[config.mk]
export PLATFORM = sky130hd
export DESIGN_NAME = pid_position_regulator
export DESIGN_NICKNAME = d
export VERILOG_FILES = /design/src/rtl/core/pidr_pkg.sv /design/src/rtl/core/pidr_alu.sv /design/src/rtl/core/pid_position_regulator.sv
export VERILOG_INCLUDE_DIRS = /design/src /design/src/rtl/core
export SDC_FILE = /design/constraint.sdc
export NUM_CORES = 2
export LEC_CHECK = 0
export BUFFER_PORTS_ARGS = -buffer_cell sky130_fd_sc_hd__buf_2
export CORE_ASPECT_RATIO = 2
export CORE_UTILIZATION = 48
export DETAILED_ROUTE_END_ITERATION = 10
export GPL_TIMING_DRIVEN = 1
export PLACE_DENSITY_LB_ADDON = 0.25
export SYNTH_ARGS = -nofsm -noshare
export SYNTH_HDL_FRONTEND = slang
export SYNTH_SLANG_ARGS = --single-unit
export TNS_END_PERCENT = 30
[constraint.sdc]
create_clock -name clk -period 6.1 [get_ports clk]
set_input_delay 0 -clock clk [delete_from_list [all_inputs] [get_ports clk]]
set_output_delay 0 -clock clk [all_outputs]
set_load 0.005 [all_outputs]
[src/rtl/core/pid_position_regulator_macros.svh]
// ----------------------------------------------------------------------------
// pid_position_regulator_macros
// Assertion macros shared by the regulator RTL.
// ----------------------------------------------------------------------------
`ifndef PID_POSITION_REGULATOR_MACROS_SVH
`define PID_POSITION_REGULATOR_MACROS_SVH

// Check that a condition implies another in the same cycle
`define PIDR_ASSERT_IMP(lbl, a, c) \
    lbl: assert property (@(posedge clk) disable iff (!rst_n) (a) |-> (c)) \
        else $error("pidr assertion failed");

// Check that a condition implies another in the next cycle
`define PIDR_ASSERT_NXT(lbl, a, c) \
    lbl: assert property (@(posedge clk) disable iff (!rst_n) (a) |=> (c)) \
        else $error("pidr assertion failed");

`endif

[src/rtl/core/pidr_pkg.sv]
// ----------------------------------------------------------------------------
// pidr_pkg
// Types and constants of the position PID regulator.
// ----------------------------------------------------------------------------
package pidr_pkg;

    localparam int AluW = 56;   // operand / result width of the shared unit
    localparam int DivW = 20;   // divisor and multiplier width

    // Reciprocals of the reference divisors, scaled by 2^30; exact over the
    // whole 9-bit reference range
    localparam logic [AluW-1:0] RECIP_255 = 56'd4210753;
    localparam logic [AluW-1:0] RECIP_100 = 56'd10737419;

    // Configuration register indexes
    localparam logic [2:0] REG_PROP_GAIN   = 3'd0;
    localparam logic [2:0] REG_INTEG_GAIN  = 3'd1;
    localparam logic [2:0] REG_DERIV_GAIN  = 3'd2;
    localparam logic [2:0] REG_SAMPLE_RATE = 3'd3;
    localparam logic [2:0] REG_OUT_DIV     = 3'd4;
    localparam logic [2:0] REG_DEADBAND    = 3'd5;
    localparam logic [2:0] REG_DUTY_LIMIT  = 3'd6;

    // Request kinds
    localparam logic REQ_SET_REF = 1'b0;
    localparam logic REQ_TICK    = 1'b1;

    typedef enum logic {
        ALU_MUL,
        ALU_DIV
    } alu_op_t;

    typedef struct packed {
        logic            start;
        alu_op_t         op;
        logic [AluW-1:0] a;     // multiplicand or left-aligned dividend
        logic [DivW-1:0] b;     // multiplier or divisor
        logic [5:0]      cnt;   // number of bit steps
    } alu_req_t;

    typedef struct packed {
        logic            busy;
        logic            done;
        logic [AluW-1:0] res;
    } alu_rsp_t;

    typedef enum logic [3:0] {
        ST_IDLE,
        ST_REF_DIV,
        ST_MUL_P,
        ST_MUL_I,
        ST_DIV_I,
        ST_MUL_DF,
        ST_MUL_D,
        ST_DIV_U,
        ST_FINISH
    } state_t;

endpackage

[src/rtl/core/pidr_alu.sv]
// ----------------------------------------------------------------------------
// pidr_alu
// Shared bit-serial unsigned multiplier and restoring divider.
// ----------------------------------------------------------------------------
module pidr_alu
    import pidr_pkg::*;
(
    input  logic     clk,
    input  logic     rst_n,
    input  alu_req_t req,
    output alu_rsp_t rsp
);

    logic            busy_reg, busy_next;
    logic            done_reg, done_next;
    alu_op_t         op_reg, op_next;
    logic [AluW-1:0] a_reg, a_next;
    logic [AluW-1:0] acc_reg, acc_next;
    logic [DivW-1:0] b_reg, b_next;
    logic [DivW-1:0] rem_reg, rem_next;
    logic [5:0]      cnt_reg, cnt_next;
    logic [DivW:0]   shifted;
    logic [DivW:0]   diff;

    // Hold control state
    always_ff @(posedge clk or negedge rst_n) begin
        if (!rst_n) begin
            busy_reg <= 1'b0;
            done_reg <= 1'b0;
        end else begin
            busy_reg <= busy_next;
            done_reg <= done_next;
        end
    end

    // Hold datapath
    always_ff @(posedge clk) begin
        op_reg  <= op_next;
        a_reg   <= a_next;
        acc_reg <= acc_next;
        b_reg   <= b_next;
        rem_reg <= rem_next;
        cnt_reg <= cnt_next;
    end

    // Advance one bit step per cycle
    always_comb begin
        busy_next = busy_reg;
        done_next = 1'b0;
        op_next   = op_reg;
        a_next    = a_reg;
        acc_next  = acc_reg;
        b_next    = b_reg;
        rem_next  = rem_reg;
        cnt_next  = cnt_reg;
        shifted   = {rem_reg, acc_reg[AluW-1]};
        diff      = shifted - {1'b0, b_reg};
        if (!busy_reg) begin
            if (req.start) begin
                busy_next = 1'b1;
                op_next   = req.op;
                b_next    = req.b;
                cnt_next  = req.cnt;
                rem_next  = '0;
                if (req.op == ALU_MUL) begin
                    a_next   = req.a;
                    acc_next = '0;
                end else begin
                    acc_next = req.a;
                end
            end
        end else begin
            case (op_reg)
                ALU_MUL:
                begin
                    if (b_reg[0]) begin
                        acc_next = acc_reg + a_reg;
                    end
                    a_next = {a_reg[AluW-2:0], 1'b0};
                    b_next = {1'b0, b_reg[DivW-1:1]};
                end
                ALU_DIV:
                begin
                    if (!diff[DivW]) begin
                        rem_next = diff[DivW-1:0];
                        acc_next = {acc_reg[AluW-2:0], 1'b1};
                    end else begin
                        rem_next = shifted[DivW-1:0];
                        acc_next = {acc_reg[AluW-2:0], 1'b0};
                    end
                end
                default:
                begin
                    acc_next = acc_reg;
                end
            endcase
            cnt_next = cnt_reg - 6'd1;
            if (cnt_reg == 6'd1) begin
                busy_next = 1'b0;
                done_next = 1'b1;
            end
        end
    end

    assign rsp.busy = busy_reg;
    assign rsp.done = done_reg;
    assign rsp.res  = acc_reg;

endmodule

[src/rtl/core/pid_position_regulator.sv]
// ----------------------------------------------------------------------------
// pid_position_regulator
// Motor position PID regulator with one shared serial multiply/divide unit.
// ----------------------------------------------------------------------------
// A sample tick runs four multiplies of 16 or 19 bit steps and two divides
// of 48 and 56 bit steps, in turn on the one bit-per-cycle unit in pidr_alu,
// and then loads the output register; a zero sample rate skips the integral
// divide. A stalled result holds the block in that last state until the
// output register is free. A reference request runs one 20-step reciprocal
// multiply and gives no result. The block takes one request at a time and is
// ready again once it is back in idle; a finished result waits in the output
// register while the next request is accepted.
module pid_position_regulator
    import pidr_pkg::*;
(
    input  logic        clk,
    input  logic        rst_n,
    input  logic        s_tvalid,
    output logic        s_tready,
    input  logic [31:0] s_tdata,   // ref_value[8:0], measured_position[24:9]
    input  logic [1:0]  s_tuser,   // req_type[0], ref_is_slider[1]
    output logic        m_tvalid,
    input  logic        m_tready,
    output logic [23:0] m_tdata,   // motor_reverse[0], duty[16:1]
    input  logic        cfg_valid,
    output logic        cfg_ready,
    input  logic [2:0]  cfg_index,
    input  logic [19:0] cfg_data
);

    `include "pid_position_regulator_macros.svh"

    // Configuration registers
    logic [15:0] kp_reg, ki_reg, kd_reg, duty_lim_reg;
    logic [19:0] rate_reg;
    logic [9:0]  div_reg, dead_reg;

    // Control and state
    state_t             state_reg, state_next;
    logic               issued_reg, issued_next;
    logic               m_valid_reg, m_valid_next;
    logic signed [15:0] target_reg, target_next;
    logic signed [17:0] last_reg, last_next;
    logic signed [31:0] sum_reg, sum_next;

    // Datapath registers
    logic signed [17:0] e_reg, e_next;
    logic signed [18:0] d_reg, d_next;
    logic signed [56:0] acc_reg, acc_next;
    logic [AluW-1:0]    tmp_reg, tmp_next;
    logic               tmp_neg_reg, tmp_neg_next;
    logic               ref_neg_reg, ref_neg_next;
    logic               ref_sl_reg, ref_sl_next;
    logic               rev_reg, rev_next;
    logic [15:0]        duty_reg, duty_next;

    alu_req_t alu_req;
    alu_rsp_t alu_rsp;

    logic               accept;
    logic signed [8:0]  in_ref;
    logic signed [15:0] in_meas;
    logic signed [17:0] e_in;
    logic [8:0]         ref_mag;
    logic [19:0]        ref_prod;
    logic [17:0]        e_mag;
    logic [18:0]        d_mag;
    logic [31:0]        sum_mag;
    logic [AluW-1:0]    acc_mag;
    logic signed [56:0] res_s;
    logic signed [56:0] res_neg;
    logic signed [15:0] q_s;
    logic [17:0]        ae;
    logic signed [33:0] sum_wide;
    logic [56:0]        u_mag;

    pidr_alu u_alu (
        .clk   (clk),
        .rst_n (rst_n),
        .req   (alu_req),
        .rsp   (alu_rsp)
    );

    assign cfg_ready = 1'b1;
    assign accept    = s_tvalid && s_tready;
    assign s_tready  = (state_reg == ST_IDLE);
    assign in_ref    = s_tdata[8:0];
    assign in_meas   = s_tdata[24:9];
    assign e_in      = 18'(target_reg) - 18'(in_meas);

    // Write configuration registers
    always_ff @(posedge clk or negedge rst_n) begin
        if (!rst_n) begin
            kp_reg       <= 16'd50;
            ki_reg       <= 16'd10;
            kd_reg       <= 16'd1000;
            rate_reg     <= 20'd50000;
            div_reg      <= 10'd10;
            dead_reg     <= 10'd20;
            duty_lim_reg <= 16'd1000;
        end else if (cfg_valid && cfg_ready) begin
            case (cfg_index)
                REG_PROP_GAIN:   kp_reg       <= cfg_data[15:0];
                REG_INTEG_GAIN:  ki_reg       <= cfg_data[15:0];
                REG_DERIV_GAIN:  kd_reg       <= cfg_data[15:0];
                REG_SAMPLE_RATE: rate_reg     <= cfg_data;
                REG_OUT_DIV:     div_reg      <= cfg_data[9:0];
                REG_DEADBAND:    dead_reg     <= cfg_data[9:0];
                REG_DUTY_LIMIT:  duty_lim_reg <= cfg_data[15:0];
                default:         kp_reg       <= kp_reg;
            endcase
        end
    end

    // Hold control and regulator state
    always_ff @(posedge clk or negedge rst_n) begin
        if (!rst_n) begin
            state_reg   <= ST_IDLE;
            issued_reg  <= 1'b0;
            m_valid_reg <= 1'b0;
            target_reg  <= 16'sd1400;
            last_reg    <= '0;
            sum_reg     <= '0;
        end else begin
            state_reg   <= state_next;
            issued_reg  <= issued_next;
            m_valid_reg <= m_valid_next;
            target_reg  <= target_next;
            last_reg    <= last_next;
            sum_reg     <= sum_next;
        end
    end

    // Hold datapath
    always_ff @(posedge clk) begin
        e_reg       <= e_next;
        d_reg       <= d_next;
        acc_reg     <= acc_next;
        tmp_reg     <= tmp_next;
        tmp_neg_reg <= tmp_neg_next;
        ref_neg_reg <= ref_neg_next;
        ref_sl_reg  <= ref_sl_next;
        rev_reg     <= rev_next;
        duty_reg    <= duty_next;
    end

    // Magnitudes, the reference product, signed views of the unit result and the widened integral sum
    always_comb begin
        ref_mag  = in_ref[8] ? 9'(-in_ref) : 9'(in_ref);
        ref_prod = s_tuser[1] ? 20'(ref_mag) * 20'd2800 : 20'(ref_mag) * 20'd1400;
        e_mag    = e_reg[17] ? 18'(-e_reg) : 18'(e_reg);
        d_mag    = d_reg[18] ? 19'(-d_reg) : 19'(d_reg);
        sum_mag  = sum_reg[31] ? 32'(-sum_reg) : 32'(sum_reg);
        acc_mag  = acc_reg[56] ? AluW'(-acc_reg) : AluW'(acc_reg);
        res_s    = $signed({1'b0, alu_rsp.res});
        res_neg  = -res_s;
        // Quotient of the reciprocal multiply sits above the 30 fraction bits
        q_s      = ref_neg_reg ? 16'(-alu_rsp.res[45:30]) : 16'(alu_rsp.res[45:30]);
        ae       = e_reg[17] ? 18'(-e_reg) : 18'(e_reg);
        sum_wide = 34'(sum_reg) + 34'(e_reg);
        u_mag    = acc_reg[56] ? 57'(-acc_reg) : 57'(acc_reg);
    end

    // Sequence the shared unit through the PID terms
    always_comb begin
        state_next   = state_reg;
        issued_next  = issued_reg;
        m_valid_next = m_valid_reg;
        target_next  = target_reg;
        last_next    = last_reg;
        sum_next     = sum_reg;
        e_next       = e_reg;
        d_next       = d_reg;
        acc_next     = acc_reg;
        tmp_next     = tmp_reg;
        tmp_neg_next = tmp_neg_reg;
        ref_neg_next = ref_neg_reg;
        ref_sl_next  = ref_sl_reg;
        rev_next     = rev_reg;
        duty_next    = duty_reg;
        alu_req      = '0;

        // Drop the result once taken
        if (m_valid_reg && m_tready) begin
            m_valid_next = 1'b0;
        end

        case (state_reg)
            ST_IDLE:
            begin
                issued_next = 1'b0;
                if (accept) begin
                    if (s_tuser[0] == REQ_SET_REF) begin
                        ref_neg_next = in_ref[8];
                        ref_sl_next  = s_tuser[1];
                        tmp_next     = AluW'(ref_prod);
                        state_next   = ST_REF_DIV;
                    end else begin
                        e_next     = e_in;
                        d_next     = 19'(e_in) - 19'(last_reg);
                        acc_next   = '0;
                        state_next = ST_MUL_P;
                    end
                end
            end
            ST_REF_DIV:
            begin
                // Scale the reference by the reciprocal of its divisor
                alu_req.op  = ALU_MUL;
                alu_req.a   = ref_sl_reg ? RECIP_255 : RECIP_100;
                alu_req.b   = tmp_reg[DivW-1:0];
                alu_req.cnt = 6'd20;
                if (!issued_reg) begin
                    alu_req.start = 1'b1;
                    issued_next   = 1'b1;
                end else if (alu_rsp.done) begin
                    issued_next = 1'b0;
                    target_next = ref_sl_reg ? q_s : 16'sd1400 + q_s;
                    state_next  = ST_IDLE;
                end
            end
            ST_MUL_P:
            begin
                alu_req.op  = ALU_MUL;
                alu_req.a   = AluW'(e_mag);
                alu_req.b   = DivW'(kp_reg);
                alu_req.cnt = 6'd16;
                if (!issued_reg) begin
                    alu_req.start = 1'b1;
                    issued_next   = 1'b1;
                end else if (alu_rsp.done) begin
                    issued_next = 1'b0;
                    acc_next    = e_reg[17] ? res_neg : res_s;
                    state_next  = ST_MUL_I;
                end
            end
            ST_MUL_I:
            begin
                alu_req.op  = ALU_MUL;
                alu_req.a   = AluW'(sum_mag);
                alu_req.b   = DivW'(ki_reg);
                alu_req.cnt = 6'd16;
                if (!issued_reg) begin
                    alu_req.start = 1'b1;
                    issued_next   = 1'b1;
                end else if (alu_rsp.done) begin
                    issued_next  = 1'b0;
                    tmp_next     = {alu_rsp.res[47:0], 8'd0};
                    tmp_neg_next = sum_reg[31];
                    state_next   = (rate_reg == '0) ? ST_MUL_DF : ST_DIV_I;
                end
            end
            ST_DIV_I:
            begin
                alu_req.op  = ALU_DIV;
                alu_req.a   = tmp_reg;
                alu_req.b   = rate_reg;
                alu_req.cnt = 6'd48;
                if (!issued_reg) begin
                    alu_req.start = 1'b1;
                    issued_next   = 1'b1;
                end else if (alu_rsp.done) begin
                    issued_next = 1'b0;
                    acc_next    = acc_reg + (tmp_neg_reg ? res_neg : res_s);
                    state_next  = ST_MUL_DF;
                end
            end
            ST_MUL_DF:
            begin
                alu_req.op  = ALU_MUL;
                alu_req.a   = AluW'(rate_reg);
                alu_req.b   = DivW'(kd_reg);
                alu_req.cnt = 6'd16;
                if (!issued_reg) begin
                    alu_req.start = 1'b1;
                    issued_next   = 1'b1;
                end else if (alu_rsp.done) begin
                    issued_next = 1'b0;
                    tmp_next    = alu_rsp.res;
                    state_next  = ST_MUL_D;
                end
            end
            ST_MUL_D:
            begin
                alu_req.op  = ALU_MUL;
                alu_req.a   = tmp_reg;
                alu_req.b   = DivW'(d_mag);
                alu_req.cnt = 6'd19;
                if (!issued_reg) begin
                    alu_req.start = 1'b1;
                    issued_next   = 1'b1;
                end else if (alu_rsp.done) begin
                    issued_next = 1'b0;
                    acc_next    = acc_reg + (d_reg[18] ? res_neg : res_s);
                    state_next  = ST_DIV_U;
                end
            end
            ST_DIV_U:
            begin
                alu_req.op  = ALU_DIV;
                alu_req.a   = acc_mag;
                alu_req.b   = (div_reg == '0) ? 20'd1 : DivW'(div_reg);
                alu_req.cnt = 6'd56;
                if (!issued_reg) begin
                    alu_req.start = 1'b1;
                    issued_next   = 1'b1;
                end else if (alu_rsp.done) begin
                    issued_next = 1'b0;
                    acc_next    = acc_reg[56] ? res_neg : res_s;
                    state_next  = ST_FINISH;
                end
            end
            ST_FINISH:
            begin
                // Load the result once the output register is free
                if (!m_valid_reg || m_tready) begin
                    m_valid_next = 1'b1;
                    last_next    = e_reg;
                    state_next   = ST_IDLE;
                    if (ae < 18'(dead_reg)) begin
                        rev_next  = 1'b1;
                        duty_next = '0;
                    end else begin
                        rev_next  = !(!acc_reg[56] && (acc_reg != '0));
                        duty_next = (u_mag > 57'(duty_lim_reg)) ? duty_lim_reg : u_mag[15:0];
                        if (acc_reg < $signed({41'd0, duty_lim_reg})) begin
                            if (sum_wide > 34'sh0_7FFF_FFFF) begin
                                sum_next = 32'sh7FFF_FFFF;
                            end else if (sum_wide < -34'sh0_8000_0000) begin
                                sum_next = 32'sh8000_0000;
                            end else begin
                                sum_next = sum_wide[31:0];
                            end
                        end
                    end
                end
            end
            default:
            begin
                state_next = ST_IDLE;
            end
        endcase
    end

    assign m_tvalid = m_valid_reg;
    assign m_tdata  = {7'd0, duty_reg, rev_reg};

    // Sequencer and shared unit agree on idle
    `PIDR_ASSERT_IMP(a_ready_unit_idle, s_tready, !alu_rsp.busy)
    `PIDR_ASSERT_IMP(a_done_while_busy_state, alu_rsp.done, state_reg != ST_IDLE)
    `PIDR_ASSERT_NXT(a_busy_after_accept, accept, !s_tready)

endmodule
## Yosys cells after proc, flatten, opt, wreduce, memory -nomap -nowiden

Index checks and enable logic that the tools add are counted.

| storage, ports and cells | value |
|---|---|
| register bits after elaboration | 505 |
| input bits | 62 |

| operators by class | value |
|---|---|
| magnitude comparators | 5 |
| mux-type cells | 87 |
| reduce and logical (&&, ||, !) cells | 38 |
| equality and inequality tests | 37 |
| $add $sub $neg | 16 |
| bitwise logic cells | 4 |
| multipliers | 2 |

Operator list:

| operator | count |
|---|---|
| $mux W57 | 15 |
| $mux W56 | 15 |
| $pmux W84 S7 | 1 |
| $pmux W57 S5 | 1 |
| $pmux W56 S3 | 1 |
| $mux W20 | 8 |
| $add A57 B57 Y57 | 2 |
| $pmux W56 S2 | 1 |
| $mux W32 | 3 |
| $mux W4 | 16 |
| $gt A57 B16 Y1 | 1 |
| $lt A57 B17 Y1 | 1 |
| $neg A56 Y57 | 1 |
| $neg A57 Y57 | 1 |
| $reduce_bool A57 Y1 | 1 |
| $add A56 B56 Y56 | 1 |
| $mux W16 | 3 |
| $pmux W4 S9 | 1 |
| $add A32 B17 Y33 | 1 |
| $gt A33 B32 Y1 const B | 1 |
| $lt A33 B32 Y1 const B | 1 |
| $neg A32 Y32 | 1 |
| $mux W24 | 1 |
| $ne A2 B2 Y1 const B | 12 |
| 48 further kinds | 99 |

## Logic depth before layout (Yosys ltp)

| logic depth | value |
|---|---|
| depth after elaboration | 7 |
| mapped depth | 24 |
| gate-level depth less buffers | 24 |

## Cells and area by module

Synthesis repeated with hierarchy kept, for this count alone.

| unflattened totals | value |
|---|---|
| cells, all modules | 4710 |
| area, all modules | 42114.1 um2 |

By module, submodules not included:

| module | area each (um2) | times used | cells each | seq. area each (um2) |
|---|---|---|---|---|
| pid_position_regulator | 30450.5 | 1 | 3516 | 9465.3 |
| pidr_alu | 11663.7 | 1 | 1194 | 4824.6 |

## Worst setup path before layout

Ideal clock, no wire load.

| path | value |
|---|---|
| kind | reg-to-reg |
| start point | register u_alu.acc_reg[7] |
| end point | register acc_reg[53], data pin |
| arrival | 5.661 ns |
| slack | 0.172 ns |
| buffers on the path | 2 |
| setup time | 0.267 ns |
| cell stages (with the launch flop) | 24 |
| cells stage by stage | edfxtp_1 > buf_6 > nor4_1 > and3_1 > nand3_1 > or3_1 > or3_1 > or3_1 > or4b_2 > nand2_1 > xnor2_1 > ha_1 > clkbuf_1 > and3_1 > nand2_1 > or3_1 > nor2_1 > nand3_1 > a31oi_1 > a32o_1 > nor2b_1 > a41oi_1 > xor2_1 > o21ai_0 |

| on the way | value |
|---|---|
| word-level cells in the longest chain between the ends | 6 |
| elaborated cells between the ends (all ways) | 16 |
| those cells by class | add/sub: 3; mux: 13 |

Ends and longest elaborated chain:

| element | line | text |
|---|---|---|
| from (decl) | pidr_alu.sv:18 | `logic [AluW-1:0] acc_reg, acc_next;` |
| from (signal assigned) | pidr_alu.sv:40 | `acc_reg <= acc_next;` |
| $neg A56 Y57 | pid_position_regulator.sv:156 | `res_neg = -res_s;` |
| $mux W57, on equally long branches | pid_position_regulator.sv:294, pid_position_regulator.sv:264 |  |
| $add A57 B57 Y57, on equally long branches | pid_position_regulator.sv:294, pid_position_regulator.sv:264 |  |
| $mux W57, on equally long branches | pid_position_regulator.sv:292, pid_position_regulator.sv:262 |  |
| $mux W57, on equally long branches | pid_position_regulator.sv:289, pid_position_regulator.sv:259 |  |
| $pmux W57 S5 * | pid_position_regulator.sv:188 | `case (state_reg)` |
| net acc_next[53] | pid_position_regulator.sv:49 | `logic signed [56:0] acc_reg, acc_next;` |
| to (signal assigned) | pid_position_regulator.sv:138 | `acc_reg <= acc_next;` |
| to (decl) | pid_position_regulator.sv:49 |  |

The timed path passes the listed nets; every way through them passes the cells marked *. The select of a mux whose other input is x is not followed.
A chain may end at the register's enable or synchronous reset.

## Final worst setup path

| path | value |
|---|---|
| start point | register u_alu.acc_reg[7] |
| end point | register acc_reg[56], data pin |

The elaborated chain is that of the path after synthesis.

==> flow_summary_export.csv <==
group,metric,value,unit
outcome,status,"finished, violations left",
outcome,violations,"max-capacitance violations, max-slew violations",
final_layout,largest_reg_flops,57,
sta,rsz0062_at_grt,"no",
clock_tree,h-tree-depth,2,
clock_tree,clk_latency,0.65,ns
drt,routedWlPerCell,29.23,um
yosys,synth.most_common_cell,"nand2_1",
clock_tree,post_cts_buffers,0,
clock_tree,clock_path_buffers,3,
power,power,11.48,mW
drt,ant_nets,0,
global_routing,grt_pass1_vias,36742,
floorplan,core_area,83710,um^2
clock_tree,cts_tree,"built",
power,p_leak,18.52,nW
sta,fmax,172.6,MHz
floorplan,start_util,0.4867,
drt,vias,37372,
placement,place_hpwl,121700,um
yosys,synth-seq-cells,504,
setup_path,max_stage_delay,0.53,ns
sta,worstMarginPinSlew,1.496,ns
yosys,yosys_warnings,0,
sta,fin_worst_skew,0.03045,ns
yosys,synth_edf_count,327,
floorplan,die_area,86100,um^2
yosys,syn_avg_cell_area,9.044,um^2
setup_path,critPathSlowestCell,"or4_4",
setup_path,cp.required,6.60,ns
placement,place_congestion,1.031,
power,vdd_ir_drop_max,0.2735,mV
global_routing,grt_pass1_wl,238200,um
global_routing,grt_max_degree,112,
final_layout,drive_gt1_frac,0.1211,
sta,setup_viol_count_final,0,
hold_path,worstHoldPathType,"in2reg",
global_routing,antenna_found_initial,18,
global_routing,track_usage,0.3810,
drt,totalWireLength,165500,um
yosys,synth_top_area_share,0.2411,
setup_path,crit_type,"reg2reg",
clock_tree,cts_num_sinks,504,
sta,post-route-min-period,5.794,ns
final_layout,synthToLayoutAreaGrowth,9.807,%
setup_path,critPathLaunchType,"flop",
setup_path,worstPathArrival,6.30,ns
final_layout,nNetsFinal,4945,
sta,fin_tns_setup,0,ns
sta,hold_violations,0,
drt,drt_iter0_drc,3364,
final_layout,ff_latch_area,14290,um^2
yosys,ys_seq_area_frac,0.3508,
clock_tree,clockRootBuffer,"clkbuf_16",
setup_path,cp_max_fo,6,
final_layout,multi_input_area,24810,um^2
drt,drc,0,
setup_path,critPathMostFrequentCell,"nand3_1",
yosys,synth_top_area_cell,"edfxtp_1",
yosys,synth_common_cells,"424 x nand2_1, 390 x o21ai_0, 338 x nor2_1",
job,maxCapViolations,2,
sta,slew_violations,1,
sta,slew_headroom,-0.007823,
placement,numPortBuffers,73,
floorplan,die_y,414.0,um
yosys,synth_cells,4504,
clock_tree,clkTransAtPathRegs,0.07,ns
yosys,synth_cell_types,91,
yosys,syn_area,40740,um^2
yosys,async_flop_share,0.3512,
drt,dr.pass1.iters,8,
final_layout,fillCellCount,7778,
yosys,ys.flop_type,"edfxtp_1",
clock_tree,numCtsBuffers,49,
sta,finalCritPeriodShare,0.9499,
setup_path,end_kind,"flop",
global_routing,gr-total-overflow,0,
floorplan,io_pins,89,
setup_path,path_cells,"nor4_2 > and3_1 > nand3_1 > or3_4 > or3_1 > or3_4 > or4_4 > or2_2 > nand2_1 > xnor2_1 > ha_1 > a21o_1 > a21o_1 > a21oi_1 > nand3_1 > a211o_1 > a41oi_1 > nor2_1 > or4_1 > nand3_1",
yosys,yosys-top-cells-area,"edfxtp_1 24%, ha_1 9.2%, dfrtp_1 8.8%",
drt,vias_per_cell,6.600,
floorplan,die_w,208.0,um
power,p_per_area,256.6,nW/um^2
floorplan,placementRows,150,
-- stage by stage --
stage          setup slack, ns    util  area (um^2)  instances  hold WS [ns]
5_1_grt                0.04611  0.5343        44720       5659       0.02419
3_3_place_gp            0.1545  0.5094        42640       5525        0.1767
6_report                0.3056  0.5344        44730       5662       0.01499
2_1_floorplan           0.1719       -        40760       4510       -0.2956
4_1_cts                 0.1650  0.5339        44690       5656     0.0001461
3_5_place_dp            0.1862  0.5094        42640       5525        0.1801
-- final timing paths --
check	depth (start not counted)	start	to	slack [ns]
hold / removal	5	cfg_valid	div_reg[0]$_DFFE_PN0P_	0.01
setup / recovery	20	u_alu.acc_reg[7]$_DFFE_PP_	acc_reg[56]$_DFFE_PP_	0.31
setup reg to reg	20	u_alu.acc_reg[7]$_DFFE_PP_	acc_reg[56]$_DFFE_PP_	0.31
max in group asynchronous	3	rst_n	duty_lim_reg[12]$_DFFE_PN0P_	4.76
min in group asynchronous	2	rst_n	last_reg[7]$_DFFE_PN0P_	0.06
hold reg to reg	1	u_alu.cnt_reg[5]$_DFFE_PP_	u_alu.done_reg$_DFF_PN0_	0.50
-- placed cells by master, fill, tap and decap left out, drive strengths merged, types with 27 or more instances in the layout --
cell type,instances
ha,300
xor2,153
dlygate4sd3,40
inv,212
a22oi,88
clkbuf,66
o31ai,68
edfxtp,327
fa,31
a21oi,285
nand4,34
nand2,424
dfstp,33
or3,65
nor3,86
o21a,43
a31oi,34
dfrtp,144
o21ai,391
buf,212
or4,31
a211oi,39
nor2,338
mux2,141
xnor2,216
nand2b,50
o22ai,31
nor2b,40
or2,27
mux2i,58
a21o,98
a22o,46
nand3,85
-- cells by family after synthesis --
family	after synthesis	synth area share
AOI/OAI and AO/OA	1343	0.2129
buffers and inverters	468	0.04494
other	2	0.0001844
and+or+nand+nor	1288	0.1513
DFF	504	0.3508
adders and majority gates	331	0.1074
xor gates and xnor gates	369	0.07934
muxes	199	0.05323
-- report_power, final --
group,leakage (nW),switching [mW],total (mW),internal (mW)
Sequential,5.25,0.184,4.16,3.98
Clock,0.803,1.52,3.25,1.73
Combinational,12.5,2.44,4.06,1.62
Total,18.5,4.15,11.5,7.33
-- per-layer routing --
layer  track usage  vias to the layer above  share of wire
li1              -                    16657              -
met1        0.3557                    18018           0.31
met2        0.6710                     1911           0.49
met3       0.07791                      768          0.072
met4        0.4066                       18           0.13
met5             0                        -        0.00079
-- worst max-delay path, delay by kind of cell (launching register included) --
| kind | cells | cell delay (ns) |
|---|---|---|
| adders and majority gates | 1 | 0.36 |
| xor gates and xnor gates | 1 | 0.06 |
| DFF | 1 | 0.41 |
| and+or+nand+nor | 13 | 3.71 |
| AOI/OAI and AO/OA | 5 | 1.13 |
-- cell type report --
cell class | count | area share
Antenna cell | 6 | 0.0003357
Inverter | 206 | 0.01734
Clock inverter | 26 | 0.006210
Clock buffer | 65 | 0.03057
Multi-Input combinational cell | 3538 | 0.5546
Tap cell | 1064 | 0.02976
Sequential cell | 504 | 0.3195
Timing Repair Buffer | 253 | 0.04165
-- what timing repair did --
item                       in CTS  in global routing
hold endpoints to repair      218                  0
setup endpoints to repair       0                  6
gates resized for setup         0                  5
hold buffers                   40                  0
(Power assumes the default switching activity.)
